==> src/sv/tap_double_hold_classifier_unit_macros.svh <==
// Assertion macros for the tap/double-tap/hold classifier.
`ifndef TAP_DOUBLE_HOLD_CLASSIFIER_UNIT_MACROS_SVH
`define TAP_DOUBLE_HOLD_CLASSIFIER_UNIT_MACROS_SVH

// Same-cycle implication, checked out of reset.
`define THDC_ASSERT_NOW(lbl, ante, cons) \
    lbl: assert property (@(posedge aclk) disable iff (!aresetn) (ante) |-> (cons)) \
        else $error("thdc same-cycle check failed");

// Next-cycle implication, checked out of reset.
`define THDC_ASSERT_NEXT(lbl, ante, cons) \
    lbl: assert property (@(posedge aclk) disable iff (!aresetn) (ante) |=> (cons)) \
        else $error("thdc next-cycle check failed");

`endif

==> src/sv/thdc_pkg.sv <==
// Shared types, constants and helpers for the tap/double-tap/hold classifier.
package thdc_pkg;

    localparam int unsigned TIME_W   = 32;
    localparam int unsigned WINDOW_W = 16;
    localparam int unsigned KIND_W   = 2;

    localparam logic [WINDOW_W-1:0] WINDOW_RESET = 16'd300;

    typedef enum logic [KIND_W-1:0] {
        KIND_PRESS   = 2'd0,
        KIND_RELEASE = 2'd1,
        KIND_POLL    = 2'd2,
        KIND_FLUSH   = 2'd3
    } kind_t;

    typedef struct packed {
        logic hold_end;
        logic hold_start;
        logic double_tap;
        logic tap;
    } action_t;

    // Wrap-safe: reached when (now - deadline) has its top bit clear.
    function automatic logic time_reached(input logic [TIME_W-1:0] now,
                                          input logic [TIME_W-1:0] deadline);
        logic [TIME_W-1:0] diff;
        diff = now - deadline;
        return ~diff[TIME_W-1];
    endfunction

endpackage

==> src/sv/thdc_core.sv <==
// Button state, window register and event classification logic.
`include "tap_double_hold_classifier_unit_macros.svh"

module thdc_core (
    input  logic                              aclk,
    input  logic                              aresetn,
    input  logic                              cfg_wen,
    input  logic [thdc_pkg::WINDOW_W-1:0]     cfg_wdata,
    input  logic                              step,
    input  thdc_pkg::kind_t                   kind,
    input  logic [thdc_pkg::TIME_W-1:0]       now_ms,
    output thdc_pkg::action_t                 act
);

    logic [thdc_pkg::WINDOW_W-1:0] window_reg;
    logic                          is_down_reg, is_down_next;
    logic                          awaiting_reg, awaiting_next;
    logic                          second_reg, second_next;
    logic                          hold_sent_reg, hold_sent_next;
    logic [thdc_pkg::TIME_W-1:0]   press_time_reg, press_time_next;
    logic [thdc_pkg::TIME_W-1:0]   deadline_reg, deadline_next;
    logic [thdc_pkg::TIME_W-1:0]   window_ext;
    logic [thdc_pkg::TIME_W-1:0]   hold_diff;
    logic                          hold_due;
    logic                          deadline_due;
    logic                          flags_clear;

    assign window_ext   = {{(thdc_pkg::TIME_W-thdc_pkg::WINDOW_W){1'b0}}, window_reg};
    assign hold_diff    = now_ms - press_time_reg - window_ext;
    assign hold_due     = ~hold_diff[thdc_pkg::TIME_W-1];
    assign deadline_due = thdc_pkg::time_reached(now_ms, deadline_reg);
    assign flags_clear  = !is_down_reg && !awaiting_reg && !second_reg && !hold_sent_reg;

    always_comb begin
        is_down_next    = is_down_reg;
        awaiting_next   = awaiting_reg;
        second_next     = second_reg;
        hold_sent_next  = hold_sent_reg;
        press_time_next = press_time_reg;
        deadline_next   = deadline_reg;
        act             = '0;
        if (step) begin
            case (kind)
                thdc_pkg::KIND_PRESS: begin
                    if (!is_down_reg) begin
                        if (awaiting_reg && deadline_due) begin
                            awaiting_next  = 1'b0;
                            second_next    = 1'b0;
                            hold_sent_next = 1'b0;
                            deadline_next  = '0;
                            act.tap        = 1'b1;
                        end else begin
                            second_next   = awaiting_reg;
                            awaiting_next = 1'b0;
                        end
                        is_down_next    = 1'b1;
                        press_time_next = now_ms;
                    end
                end
                thdc_pkg::KIND_RELEASE: begin
                    if (is_down_reg) begin
                        is_down_next = 1'b0;
                        if (hold_sent_reg || second_reg) begin
                            awaiting_next   = 1'b0;
                            second_next     = 1'b0;
                            hold_sent_next  = 1'b0;
                            press_time_next = '0;
                            deadline_next   = '0;
                            act.hold_end    = hold_sent_reg;
                            act.double_tap  = ~hold_sent_reg;
                        end else begin
                            awaiting_next = 1'b1;
                            deadline_next = now_ms + window_ext;
                        end
                    end
                end
                thdc_pkg::KIND_POLL: begin
                    if (is_down_reg && !hold_sent_reg && hold_due) begin
                        act.hold_start = 1'b1;
                        act.tap        = second_reg;
                        hold_sent_next = 1'b1;
                        awaiting_next  = 1'b0;
                    end else if (awaiting_reg && deadline_due) begin
                        is_down_next    = 1'b0;
                        awaiting_next   = 1'b0;
                        second_next     = 1'b0;
                        hold_sent_next  = 1'b0;
                        press_time_next = '0;
                        deadline_next   = '0;
                        act.tap         = 1'b1;
                    end
                end
                thdc_pkg::KIND_FLUSH: begin
                    act.hold_end    = hold_sent_reg;
                    act.tap         = ~hold_sent_reg & (awaiting_reg | second_reg);
                    is_down_next    = 1'b0;
                    awaiting_next   = 1'b0;
                    second_next     = 1'b0;
                    hold_sent_next  = 1'b0;
                    press_time_next = '0;
                    deadline_next   = '0;
                end
                default: begin
                end
            endcase
        end
    end

    always_ff @(posedge aclk) begin
        if (!aresetn) begin
            window_reg     <= thdc_pkg::WINDOW_RESET;
            is_down_reg    <= 1'b0;
            awaiting_reg   <= 1'b0;
            second_reg     <= 1'b0;
            hold_sent_reg  <= 1'b0;
            press_time_reg <= '0;
            deadline_reg   <= '0;
        end else begin
            if (cfg_wen) begin
                window_reg <= cfg_wdata;
            end
            is_down_reg    <= is_down_next;
            awaiting_reg   <= awaiting_next;
            second_reg     <= second_next;
            hold_sent_reg  <= hold_sent_next;
            press_time_reg <= press_time_next;
            deadline_reg   <= deadline_next;
        end
    end

    `THDC_ASSERT_NOW(a_hold_needs_down, hold_sent_reg, is_down_reg)
    `THDC_ASSERT_NOW(a_await_while_up, awaiting_reg, !is_down_reg && !second_reg)
    `THDC_ASSERT_NOW(a_second_needs_down, second_reg, is_down_reg)
    `THDC_ASSERT_NEXT(a_flush_clears, step && kind == thdc_pkg::KIND_FLUSH, flags_clear)

endmodule

==> src/sv/tap_double_hold_classifier_unit.sv <==
// Top level of the tap/double-tap/hold classifier with stream ports.
// Each accepted word passes through the input register, then the result register.
// Throughput: one word per cycle unless m_tready holds the result; classification and state update happen in one pass.
// While a result word waits for m_tready, one more word enters the input register.
// Reset (aresetn low, synchronous): all button state clears, window_ms returns to 300,
// both stages empty.
module tap_double_hold_classifier_unit (
    input  logic        aclk,
    input  logic        aresetn,
    input  logic        cfg_wen,
    input  logic [15:0] cfg_wdata,   // window_ms
    input  logic        s_tvalid,
    output logic        s_tready,
    input  logic [31:0] s_tdata,     // [31:0] now_ms
    input  logic [1:0]  s_tuser,     // [1:0] kind
    output logic        m_tvalid,
    input  logic        m_tready,
    output logic [7:0]  m_tdata      // [0] tap, [1] double_tap, [2] hold_start, [3] hold_end
);

    logic                        in_vld_reg, in_vld_next;
    thdc_pkg::kind_t             in_kind_reg;
    logic [thdc_pkg::TIME_W-1:0] in_now_reg;
    logic                        out_vld_reg, out_vld_next;
    thdc_pkg::action_t           out_act_reg;
    thdc_pkg::action_t           core_act;
    logic                        adv;
    logic                        s_take;

    assign adv      = in_vld_reg && (!out_vld_reg || m_tready);
    assign s_tready = !in_vld_reg || adv;
    assign s_take   = s_tvalid && s_tready;

    always_comb begin
        in_vld_next = in_vld_reg;
        if (adv) begin
            in_vld_next = 1'b0;
        end
        if (s_take) begin
            in_vld_next = 1'b1;
        end
        out_vld_next = out_vld_reg;
        if (out_vld_reg && m_tready) begin
            out_vld_next = 1'b0;
        end
        if (adv) begin
            out_vld_next = 1'b1;
        end
    end

    always_ff @(posedge aclk) begin
        if (!aresetn) begin
            in_vld_reg  <= 1'b0;
            out_vld_reg <= 1'b0;
        end else begin
            in_vld_reg  <= in_vld_next;
            out_vld_reg <= out_vld_next;
        end
    end

    // hold payload until the stage advances
    always_ff @(posedge aclk) begin
        if (s_take) begin
            in_kind_reg <= thdc_pkg::kind_t'(s_tuser);
            in_now_reg  <= s_tdata;
        end
        if (adv) begin
            out_act_reg <= core_act;
        end
    end

    thdc_core u_core (
        .aclk      (aclk),
        .aresetn   (aresetn),
        .cfg_wen   (cfg_wen),
        .cfg_wdata (cfg_wdata),
        .step      (adv),
        .kind      (in_kind_reg),
        .now_ms    (in_now_reg),
        .act       (core_act)
    );

    assign m_tvalid = out_vld_reg;
    assign m_tdata  = {4'b0000, out_act_reg.hold_end, out_act_reg.hold_start,
                       out_act_reg.double_tap, out_act_reg.tap};

endmodule
==> config.mk <==
export PLATFORM = sky130hd
export DESIGN_NAME = tap_double_hold_classifier_unit
export DESIGN_NICKNAME = d
export VERILOG_FILES = /design/src/sv/thdc_pkg.sv /design/src/sv/thdc_core.sv /design/src/sv/tap_double_hold_classifier_unit.sv
export VERILOG_INCLUDE_DIRS = /design/src /design/src/sv
export SDC_FILE = /design/constraint.sdc
export NUM_CORES = 1
export LEC_CHECK = 0
export CAP_MARGIN = 0
export CORE_MARGIN = 2
export CORE_UTILIZATION = 48
export CTS_BUF_LIST = sky130_fd_sc_hd__clkbuf_4 sky130_fd_sc_hd__clkbuf_8
export CTS_CLUSTER_DIAMETER = 80
export DETAILED_ROUTE_END_ITERATION = 8
export DONT_BUFFER_PORTS = 1
export PLACE_DENSITY_LB_ADDON = 0.3
export SYNTH_ARGS = -nofsm -noshare
export SYNTH_HDL_FRONTEND = slang
export SYNTH_SLANG_ARGS = --single-unit
==> constraint.sdc <==
create_clock -name aclk -period 6 [get_ports aclk]
set_input_delay 0.9 -clock aclk [delete_from_list [all_inputs] [get_ports aclk]]
set_output_delay 0.9 -clock aclk [all_outputs]
set_load 0.01 [all_outputs]
## After elaboration in Yosys (flattened, before gate mapping)

Cells that the tools add are included.

| word-level totals | value |
|---|---|
| register bits after elaboration | 124 |
| output and inout port bits | 10 |

| operators by class | value |
|---|---|
| add/subtract/negate cells | 4 |
| equal/unequal tests | 8 |
| mux-type cells | 41 |
| bitwise operators | 5 |
| reduce and logical (&&, ||, !) cells | 22 |

Operator list:

| kind | number |
|---|---|
| 32-bit two-way mux | 10 |
| 32-bit one-hot mux with 4 select lines | 2 |
| 32-bit subtractor | 2 |
| 32-bit by 16-bit adder with 32-bit output | 1 |
| 32-bit by 16-bit subtractor with 32-bit output | 1 |
| 1-bit two-way mux | 23 |
| 1-bit one-hot mux with 4 select lines | 3 |
| 3-bit AND reduction | 3 |
| 4-bit AND reduction | 2 |
| 1-bit logical AND | 6 |
| 2-bit by 1-bit inequality test with 1-bit output (second input constant) | 3 |
| 1-bit one-hot mux with 3 select lines | 2 |
| 6-bit AND reduction | 1 |
| 2-bit == test (second input constant) | 2 |
| 2-bit inequality test (second input constant) | 2 |
| 2-bit nonzero test | 2 |
| 1-bit logical NOT | 3 |
| 1-bit logical OR | 3 |
| 1-bit inverter | 3 |
| 2-bit by 1-bit == test with 1-bit output (second input constant) | 1 |
| 2-bit logical NOT | 1 |
| 1-bit one-hot mux with 2 select lines | 1 |
| 2-bit OR reduction | 1 |
| 1-bit bitwise AND | 1 |
| 1-bit bitwise OR | 1 |

## Depth between registers and ports, before layout

Gate-level depths: netlist of run 1.

| logic depth | value |
|---|---|
| depth after elaboration | 6 |
| mapped depth | 14 |
| mapped depth without buffers | 12 |

## Modules after synthesis

From an unflattened synthesis of run 1, not the netlist that was laid out.

| unflattened totals | value |
|---|---|
| cells, all modules | 785 |
| area total of the unflattened synthesis | 7613.6 µm² |

By module, submodules not included:

| module | instances | cells each | area each (µm²) | sequential area each (µm²) |
|---|---|---|---|---|
| thdc_core | 1 | 733 | 6334.8 | 1681.6 |
| tap_double_hold_classifier_unit | 1 | 52 | 1278.7 | 1181.1 |

## Worst setup path after synthesis of run 1

OpenSTA, ideal clock, no wires.

| timing path | value |
|---|---|
| path type | register to register |
| from | register in_now_reg[4] (netlist name) |
| to | register u_core.press_time_reg[15] (netlist name) |
| library setup time | 87 ps |
| arrival | 3456 ps |
| required time | 5913 ps |
| path slack | 2456 ps |
| stages on the path, launching flop included | 13 |
| buffers on the path | 2 |
| clock period less this slack | 3544 ps |
| cells stage by stage | edfxtp_1 -> fa_1 -> ha_1 -> a2111oi_2 -> o21ai_1 -> a221o_1 -> a2111oi_4 -> mux2i_1 -> a311o_1 -> buf_2 -> clkbuf_1 -> nand3_1 -> o31ai_1 |

| on the way | value |
|---|---|
| word-level cells in the longest chain between the ends | 6 |
| elaborated cells between the ends (all ways) | 10 |
| classes of those cells | 3 x add/sub; 2 x eq/ne; 2 x bitwise; 3 x reduce/logical |

Ends and longest elaborated chain:

| element | RTL line | source |
|---|---|---|
| from (decl) | tap_double_hold_classifier_unit.sv:23 | `logic [thdc_pkg::TIME_W-1:0] in_now_reg;` |
| from (signal assigned) | tap_double_hold_classifier_unit.sv:65 | `in_now_reg <= s_tdata;` |
| 32-bit subtractor | thdc_core.sv:29 | `assign hold_diff = now_ms - press_time_reg - window_ext;` |
| 32-bit by 16-bit subtractor with 32-bit output | thdc_core.sv:29 |  |
| 1-bit inverter | thdc_core.sv:30 | `assign hold_due = ~hold_diff[thdc_pkg::TIME_W-1];` |
| 1-bit logical AND | thdc_core.sv:78 | `if (is_down_reg && !hold_sent_reg && hold_due) begin` |
| 2-bit inequality test (no source line) | n/a |  |
| 6-bit AND reduction (no source line) * | n/a |  |
| to (signal assigned) | thdc_core.sv:126 | `press_time_reg <= press_time_next;` |
| to (decl) | thdc_core.sv:20 | `logic [thdc_pkg::TIME_W-1:0] press_time_reg, press_time_next;` |

Every way passes the cells marked *; elsewhere a longest branch is shown, timed or not.
A chain may end at the register's enable or synchronous reset.

## Final worst setup path of run 1

| timing path | value |
|---|---|
| from | register in_now_reg[4] (netlist name) |
| to | register u_core.deadline_reg[12] (netlist name) |

| on the way | value |
|---|---|
| word-level cells in the longest chain between the ends | 6 |
| elaborated cells between the ends (all ways) | 16 |
| classes of those cells | 4 x add/sub; 1 x eq/ne; 6 x mux; 2 x bitwise; 3 x reduce/logical |

Ends and longest elaborated chain:

| element | RTL line | source |
|---|---|---|
| 32-bit subtractor (on tied branches) | thdc_core.sv:29, thdc_pkg.sv:28 |  |
| 32-bit by 16-bit subtractor with 32-bit output or 1-bit inverter (tied branches) | thdc_core.sv:29, thdc_pkg.sv:29 |  |
| 1-bit inverter or 1-bit logical AND (tied branches) | thdc_core.sv:30, thdc_core.sv:46, thdc_core.sv:83 |  |
| 1-bit logical AND or 32-bit two-way mux (tied branches) | n/a |  |
| 2-bit inequality test (no source line) (tied with other cells) | n/a |  |
| 4-bit AND reduction (no source line) or 32-bit one-hot mux with 4 select lines (tied branches) | n/a |  |
| to (signal assigned) | thdc_core.sv:127 | `deadline_reg <= deadline_next;` |
| to (decl) | thdc_core.sv:21 | `logic [thdc_pkg::TIME_W-1:0] deadline_reg, deadline_next;` |

Parallel ways exist; a longest one is shown, timed or not. The select of a mux whose other input is x is not followed.

==> results.md, run 1 <==
- Die height: 131 microns
- Share of cells above drive strength 1: 5.44%
- Hold-critical path depth: 2
- Critical path origin: in_now_reg[4]$_DFFE_PP_
- DR WL/cell: 16.4 microns
- Area Growth Syn to Fin: 7.16%
- H-tree levels: 4
- Clk buf depth: 2
- Initial antenna violation count: 0
- Final design utilization: 52.5%
- Req. time, crit path: 6.34 ns
- Hold path startpoint: u_core.press_time_reg[4]$_SDFFE_PN0P_
- Filler Cells Inserted: 1509
- Area share of and/or/nand/nor cells after synthesis: 12.8%
- Drt pass-1 iters: 5
- Clock Skew: 0.0118 ns
- Hold Violations, Final: 0
- # nets final: 999
- XOR/XNOR Fraction of Synth Area: 3.60%
- Area contributors post-synth: dfxtp_1 22%, ha_1 16%, edfxtp_1 15%, inv_1 6.0%, fa_1 3.9%
- Crit end category: register
- Drt drc: 0
- Final TNS setup: 0 ns
- Mapped Area: 7780 sq um
- Unique masters post-synth: 57
- CP peak stage delay: 0.84 ns
- CTS Root Cell: clkbuf_8
- Post-synth top area cell: dfxtp_1
- Routed via count: 5841
- Die Span X: 131 microns
- Compound-Gate Fraction of Synth Area: 16.8%
- CP arrival: 4.89 ns
- CP Class: register to register
- Sink Count: 124
- CTS tree: done
- Final GP Congestion: 0.882
- Core area: 15900 sq um
- Hold EP: u_core.press_time_reg[4]$_SDFFE_PN0P_
- Reg2reg path depth: 10
- R2R Path End: u_core.deadline_reg[12]$_SDFFE_PN0P_
- Routed vias/inst: 5.51
- Worst setup SP type: register
- Commonest non-fill, non-tap cell in the layout: inv_1
- Post-layout min period: 4.54 ns
- Synth top area share: 22.1%
- Slowest cell on crit path: or2_1
- Postcts setup bufs: 0
- Clock Latency Late Sink: 0.46 ns
- Final setup viols: 0
- Ant. Diodes: 0
- Async set-reset flop share out of synthesis: 0%
- Adder-cell share of the synthesized area: 19.5%
- Reg-to-Reg Start: in_now_reg[4]$_DFFE_PP_
- Crit path cell chain: fa_1 > ha_1 > a2111oi_2 > o21ai_1 > a221o_1 > a2111oi_4 > mux2i_1 > or2_1 > nor2_1 > a41o_1
- Pin count of the biggest net entering global routing: 75
- Post-DP HPWL: 12500 microns
- Max_slew headroom: 21.3%
- Main combinational cell family by area after synthesis: adder cells
- RSZ-0062 raised after global routing: no
- Total power: 2.00 mW
- Rows: 46
- Hold WC Path Type: register to register
- Synth Flop Type: dfxtp_1
- Crit-path max FO: 29
- I/O pin count: 65
- Status: finished, final reports clean
- Clock-pin slew on the worst setup and hold paths: 0.08 ns
- CTS resizes: 0
- Max-slew violations: 0
- PwrDens: 240 nW/um^2
- Worst VDD drop: 0.178 mV
- Fmax: 220 MHz
- Flop2flop setup slack: 1.46 ns
- Max cap viols: 0
- ANT nets after route: 0
- Slew @ Worst Pin: 1.18 ns
- Vias in the first global route: 5850
- Sequential-to-total area share from yosys stat: 36.8%
- DRT Wirelength: 17400 microns
- Commonest cells after routing, fill and taps aside: 124 x inv_1, 97 x ha_1, 86 x dfxtp_1, 52 x nand2_1, 51 x nand3_1
- Yosys synthesis warning count: 0
- Initial DRC Count: 402
- Post-synthesis area per instance: 9.20 sq um
- First-pass GRT wire length: 29400 microns
- Post-synth EDFFs: 38
- Aggregate global routing overflow: 0
- Die area: 17200 sq um
- Initial core utilization: 49.0%
- Final Worst Setup Slack: 1.46 ns
- Cts hold-fix bufs: 0
- DP Worst Slack: 1.51 ns
- I/O Buffers: 0
- Fin crit share: 75.7%
- Yosys reg bits: 124
- TritonCTS Buffers: 17
- Multiplexer share of the synthesized area: 2.46%
- Post-synthesis instance total: 846
- LEAKAGE: 3.29 nW
- Global-route usage over all layers: 21.3%
## worst max-delay path: cells and delay by family (launching register included)
| family | cells | cell delay (ns) |
|---|---|---|
| AND/OR/NAND/NOR | 2 | 1.09 |
| flip-flops | 1 | 0.47 |
| adder cells (fa/ha/maj) | 2 | 0.86 |
| AO/OA/AOI/OAI | 5 | 1.57 |
| multiplexers | 1 | 0.42 |
## per-layer routing
metal	vias to the layer above	GRT usage (%)	share of wire (%)
met2	118	34.0	45
met5	-	0	0
met4	0	6.16	1.4
li1	2981	-	-
met3	22	5.13	4.2
met1	2720	28.7	50
## logic make-up (layout without fill, tap and decap cells)
family | after synthesis | in the layout
AND/OR/NAND/NOR | 205 | 205
AO/OA/AOI/OAI | 192 | 192
buffers and inverters | 161 | 157
flip-flops | 124 | 124
adder cells (fa/ha/maj) | 112 | 112
XOR/XNOR | 32 | 32
multiplexers | 19 | 19
other | 1 | 4
## stage by stage
step	hold WS, ns	instance area, sq um	cells
floorplan	0.444	7790	849
global placement	0.454	7920	1029
detailed placement	0.461	7920	1029
CTS	0.475	8340	1061
global route	0.483	8340	1061
finish	0.473	8340	1061
## power by group
group | switching (mW) | total [mW] | internal [mW]
Combinational | 0.178 | 0.291 | 0.114
Clock | 0.363 | 0.785 | 0.422
Sequential | 0.0299 | 0.924 | 0.894
## synth_stat cells, types with 6 or more instances
library cell	number
inv_1	124
nor3_1	12
a21oi_1	43
nand3_1	51
mux2i_1	18
o31ai_1	34
xnor2_1	24
fa_1	15
o21ai_0	37
dfxtp_1	86
a21o_1	8
and3_1	6
nand4_1	17
ha_1	97
edfxtp_1	38
nor4_1	6
nand2_1	52
a211oi_1	6
nor2_1	40
xor2_1	8
o211ai_1	29
clkbuf_1	24
buf_1	6
## cell type report
class                      count  area [sq um]  area share, %
tap                          216           270           3.24
sequential                   124          2860           34.3
timing repair buffer           1          7.51         0.0900
inverter                     124           465           5.58
clock inverter                14           169           2.03
multi-input combinational    564          4320           51.8
clock buffer                  18           248           2.97
## worst max-delay path by stage
stage          depth (start not counted)                                endpoint  slack (ns)
6_report                              10    u_core.deadline_reg[12]$_SDFFE_PN0P_        1.46
5_1_grt                               11   u_core.press_time_reg[8]$_SDFFE_PN0P_        1.24
4_1_cts                               12    u_core.deadline_reg[12]$_SDFFE_PN0P_        1.47
3_5_place_dp                          11   u_core.press_time_reg[8]$_SDFFE_PN0P_        1.51
3_3_place_gp                          10    u_core.deadline_reg[12]$_SDFFE_PN0P_        1.62
2_1_floorplan                         12  u_core.press_time_reg[15]$_SDFFE_PN0P_        2.46
No activity file was read; power rests on OpenSTA's default activity.
==> run 2, diff against run 1 <==
- clock period: 6 -> 4.15 ns (I/O delays scaled with it)
==> results.md, run 2 (same netlist as run 1, synthesis figures left out) <==
- Status: finished, final reports clean
- Final design utilization: 53.2% (+0.67 points)
- Int Pwr: 2.12 mW (+48%)
- H-tree levels: 4 (unchanged)
- RSZ-0062 raised after global routing: no
- Clock Skew: 0.0103 ns (-0.00152 ns)
- Final TNS setup: 0 ns (unchanged)
- Global-route usage over all layers: 21.4% (+0.12 points)
- CP Class: register to register
- Ant. Diodes: 0 (unchanged)
- Die area: 17200 sq um (unchanged)
- Hold Violations, Final: 0 (unchanged)
- Filler Cells Inserted: 1504 (-0.33%)
- CTS Root Cell: clkbuf_8
- Initial core utilization: 49.0% (unchanged)
- Aggregate global routing overflow: 0 (unchanged)
- I/O Buffers: 0 (unchanged)
- PwrDens: 346 nW/um^2 (+44%)
- Commonest cells after routing, fill and taps aside: 124 x inv_1, 97 x ha_1, 86 x dfxtp_1, 52 x nand2_1, 51 x nand3_1
- Clock-pin slew on the worst setup and hold paths: 0.08 ns (about the same)
- Combinational power share: 14.8% (+0.2 points)
- TritonCTS Buffers: 17 (unchanged)
- CTS tree: done
- # nets final: 1013 (+1.4%)
- Worst VDD drop: 0.244 mV (+37%)
- Worst setup SP type: register
- DRT Wirelength: 18000 microns (+3.2%)
- Net Switching: 0.802 mW (+41%)
- LEAKAGE: 3.36 nW (+2.2%)
- Crit end category: register
- ANT nets after route: 0 (unchanged)
- First-pass GRT wire length: 29400 microns (unchanged)
- Cts hold-fix bufs: 0 (unchanged)
- Max-slew violations: 0 (unchanged)
- CTS resizes: 0 (unchanged)
- Vias in the first global route: 5804 (-0.79%)
- Rows: 46 (unchanged)
- Req. time, crit path: 4.49 ns (-1.85 ns)
- Drt pass-1 iters: 5 (unchanged)
- Routed via count: 5956 (+2.0%)
- Initial DRC Count: 284 (-29%)
- Slew @ Worst Pin: 1.15 ns (-0.0272 ns)
- Final GP Congestion: 0.881 (about the same)
- Die Span X: 131 microns (unchanged)
- Crit-path max FO: 32 (+10%)
- Fmax: 260 MHz (+18%)
- Area Growth Syn to Fin: 8.52%
- Post-layout min period: 3.85 ns (-0.695 ns)
- Drt drc: 0 (unchanged)
- Core area: 15900 sq um (unchanged)
- DR WL/cell: 16.7 microns (+1.9%)
- Clock Latency Late Sink: 0.46 ns (about the same)
- CP arrival: 4.19 ns (-0.70 ns)
- Pin count of the biggest net entering global routing: 75 (unchanged)
- Initial antenna violation count: 0 (unchanged)
- Die height: 131 microns (unchanged)
- Sink Count: 124 (unchanged)
- Clock power frac: 39.5% (+0.3 points)
- Commonest non-fill, non-tap cell in the layout: inv_1
- Fin crit share: 92.8% (+17 points)
- Post-DP HPWL: 13000 microns (+4.2%)
- Final setup viols: 0 (unchanged)
- Postcts setup bufs: 0 (unchanged)
- Hold WC Path Type: input pin to register
- Clk buf depth: 2 (unchanged)
- Routed vias/inst: 5.54 (+0.64%)
- Seq pwr share: 45.7% (-0.5 points)
- I/O pin count: 65 (unchanged)
- Sw Share: 27.5% (-1.0 points)
- Max cap viols: 0 (unchanged)
- Share of cells above drive strength 1: 6.75% (+1.3 points)
- Max_slew headroom: 22.9% (+1.6 points)
-- run 2: cell type report --
type	count	area, sq um	area share [%]
multi-input cells	564	4320	51.1
inverters	124	465	5.51
clock buffers	18	241	2.86
clock inverters	14	176	2.09
well taps	216	270	3.20
flip-flops and latches	124	2860	33.9
repair buffers	15	113	1.33
-- run 2: metrics by stage --
stage | setup slack (ns) | cells | cell area, sq um | total power, mW | hold WS (ns)
finish | 0.301 | 1075 | 8440 | 2.92 | 0.233
global route | 0.101 | 1075 | 8440 | 3.05 | 0.210
CTS | 0.310 | 1075 | 8440 | 2.93 | 0.209
detailed placement | 0.323 | 1043 | 8030 | 1.79 | 0.462
global placement | 0.422 | 1043 | 8030 | 1.78 | 0.455
floorplan | 0.606 | 849 | 7790 | 1.69 | 0.444
-- run 2: power by group through the flow --
stage	sequential [mW]	clock (mW)	combinational, mW
after global routing	1.34	1.23	0.487
after floorplan	1.35	0	0.340
after global placement	1.36	0	0.420
after CTS	1.33	1.17	0.430
final	1.33	1.15	0.431
after detailed placement	1.36	0	0.424
-- run 2: critical path, cell delays in order (launching register included) --
cell	delay, ns
edfxtp_1	0.47
fa_1	0.50
ha_1	0.33
a2111oi_2	0.28
o21ai_1	0.16
a221o_1	0.40
a2111oi_4	0.36
mux2i_1	0.14
buf_4	0.17
a311o_2	0.36
buf_4	0.23
o31ai_1	0.30
-- run 2: worst paths after layout --
check | start | to | slack, ns | cells past startpoint
hold / removal | aresetn | u_core.window_reg[3]$_SDFFE_PN1P_ | 0.23 | 1
setup / recovery | in_now_reg[4]$_DFFE_PP_ | u_core.press_time_reg[3]$_SDFFE_PN0P_ | 0.30 | 11
hold reg to reg | u_core.press_time_reg[4]$_SDFFE_PN0P_ | u_core.press_time_reg[4]$_SDFFE_PN0P_ | 0.47 | 2
setup reg to reg | in_now_reg[4]$_DFFE_PP_ | u_core.press_time_reg[3]$_SDFFE_PN0P_ | 0.30 | 11
-- run 2: layer usage --
layer	vias to the layer above	share of wire, %	global-route usage [%]
li1	3005	-	-
met1	2799	49	28.7
met2	123	46	34.6
met3	29	4.0	5.21
met4	0	1.4	5.74
met5	-	0	0
==> run 3, diff against run 2 <==
- CAP_MARGIN: 0 -> 25
- CORE_MARGIN: 2 -> 3
==> results.md, run 3 (same netlist as run 1, synthesis figures left out) <==
- I/O Buffers: 0 (unchanged)
- Fmax: 254 MHz (-2.1%)
- Final Instance Area: 8490 sq um (+0.53%)
- Commonest non-fill, non-tap cell in the layout: inv_1
- H-tree levels: 4 (unchanged)
- Crit end category: register
- Hold WC Path Type: input pin to register
- Final TNS setup: 0 ns (unchanged)
- Initial antenna violation count: 1 (+1)
- CP Class: register to register
- Die height: 133 microns (+1.5%)
- DR WL/cell: 16.5 microns (-1.2%)
- CTS Root Cell: clkbuf_8
- Hold Violations, Final: 0 (unchanged)
- Post-layout min period: 3.93 ns (+0.0827 ns)
- Pin count of the biggest net entering global routing: 75 (unchanged)
- Max cap viols: 0 (unchanged)
- WL met2: 7840 microns (-4.8%)
- Sink Count: 124 (unchanged)
- Post-DP HPWL: 12800 microns (-1.4%)
- Register Area: 2860 sq um (unchanged)
- CTS resizes: 0 (unchanged)
- Max-slew violations: 0 (unchanged)
- Final setup viols: 0 (unchanged)
- Initial DRC Count: 430 (+51%)
- DRT Wirelength: 17700 microns (-1.7%)
- Initial core utilization: 50.1% (+1.1 points)
- Crit-path max FO: 16 (-50%)
- Post-DP Area: 8030 sq um (about the same)
- Routed via count: 5970 (+0.24%)
- Worst VDD drop: 0.287 mV (+18%)
- Aggregate global routing overflow: 0 (unchanged)
- CTS tree: done
- Worst setup SP type: register
- Clk buf depth: 2 (unchanged)
- Vias in the first global route: 5732 (-1.2%)
- Final design utilization: 54.6% (+1.5 points)
- Clock-pin slew on the worst setup and hold paths: 0.07 ns (about the same)
- Final Worst Setup Slack: 0.218 ns (-0.0827 ns)
- Commonest cells after routing, fill and taps aside: 124 x inv_1, 97 x ha_1, 86 x dfxtp_1, 52 x nand2_1, 51 x nand3_1
- Die Span X: 133 microns (+1.5%)
- I/O pin count: 65 (unchanged)
- Final GP Congestion: 0.902 (+2.4%)
- ANT nets after route: 0 (unchanged)
- Fin crit share: 94.7% (+2.0 points)
- Routed vias/inst: 5.58 (+0.80%)
- LEAKAGE: 3.39 nW (+0.76%)
- Postcts setup bufs: 0 (unchanged)
- PwrDens: 352 nW/um^2 (+2.0%)
- Area Growth Syn to Fin: 9.10%
- Die area: 17800 sq um (+3.1%)
- M1 WL: 8580 microns (-2.2%)
- CP arrival: 4.30 ns (+0.11 ns)
- Global-route usage over all layers: 20.8% (-0.62 points)
- RSZ-0062 raised after global routing: no
- TritonCTS Buffers: 17 (unchanged)
- Slew @ Worst Pin: 0.966 ns (-0.187 ns)
- Ant. Diodes: 0 (unchanged)
- Status: finished, final reports clean
- Multi-input logic area: 4320 sq um (unchanged)
- Rows: 45 (-2.2%)
- Max_slew headroom: 35.5% (+13 points)
- Drt pass-1 iters: 5 (unchanged)
- Drt drc: 0 (unchanged)
- Clock Latency Late Sink: 0.45 ns (about the same)
- # nets final: 1012 (-0.099%)
- Cts hold-fix bufs: 0 (unchanged)
- Core area: 15500 sq um (-2.2%)
- First-pass GRT wire length: 29400 microns (about the same)
- Req. time, crit path: 4.52 ns (+0.03 ns)
- Clock Skew: 0.0103 ns (+0.0000262 ns)
- Filler Cells Inserted: 1417 (-5.8%)
- DP Worst Slack: 0.310 ns (-0.0127 ns)
- Share of cells above drive strength 1: 6.76% (+0.0079 points)
- Max layer used: met5
- Met3 WL: 931 microns (+30%)
[run 3: worst paths after layout]
kind	cells after the start	start	end	slack, ns
min reg2reg	2	u_core.press_time_reg[24]$_SDFFE_PN0P_	u_core.press_time_reg[24]$_SDFFE_PN0P_	0.47
min	1	aresetn	u_core.window_reg[3]$_SDFFE_PN1P_	0.24
max	11	in_now_reg[4]$_DFFE_PP_	u_core.deadline_reg[0]$_SDFFE_PN0P_	0.22
max reg2reg	11	in_now_reg[4]$_DFFE_PP_	u_core.deadline_reg[0]$_SDFFE_PN0P_	0.22
[run 3: per-stage QoR]
stage	total power, mW	instances	hold slack (ns)
2_1_floorplan	1.69	849	0.444
3_3_place_gp	1.78	1035	0.454
3_5_place_dp	1.79	1036	0.461
4_1_cts	3.01	1068	0.220
5_1_grt	3.15	1069	0.216
6_report	2.99	1069	0.238
[run 3: final cells by class]
type / instances / area share, %
flip-flops and latches: 124 / 33.7
inverters: 124 / 5.48
repair buffers: 14 / 1.47
well taps: 211 / 3.11
multi-input cells: 564 / 50.8
clock buffers: 20 / 3.10
clock inverters: 12 / 2.28
[run 3: power breakdown]
| part | internal [mW] | total, mW | switching [mW] |
|---|---|---|---|
| combinational | 0.171 | 0.428 | 0.257 |
| clock | 0.740 | 1.23 | 0.488 |
| sequential | 1.29 | 1.34 | 0.0430 |
[run 3: worst max-delay path, cell delays in order, from the launching register on]
cell       delay [ns]
edfxtp_1         0.47
fa_1             0.51
ha_1             0.35
a2111oi_2        0.31
o21ai_1          0.19
a221o_1          0.41
a2111oi_4        0.37
mux2i_1          0.26
or2_1            0.41
buf_4            0.31
o21ai_0          0.10
a21oi_1          0.16
[run 3: per-layer routing]
metal  vias to the layer above  global-route usage (%)
li1                       3000                       -
met1                      2806                    29.2
met2                       141                    31.5
met3                        21                    5.14
met4                         2                    6.63
met5                         -                       0
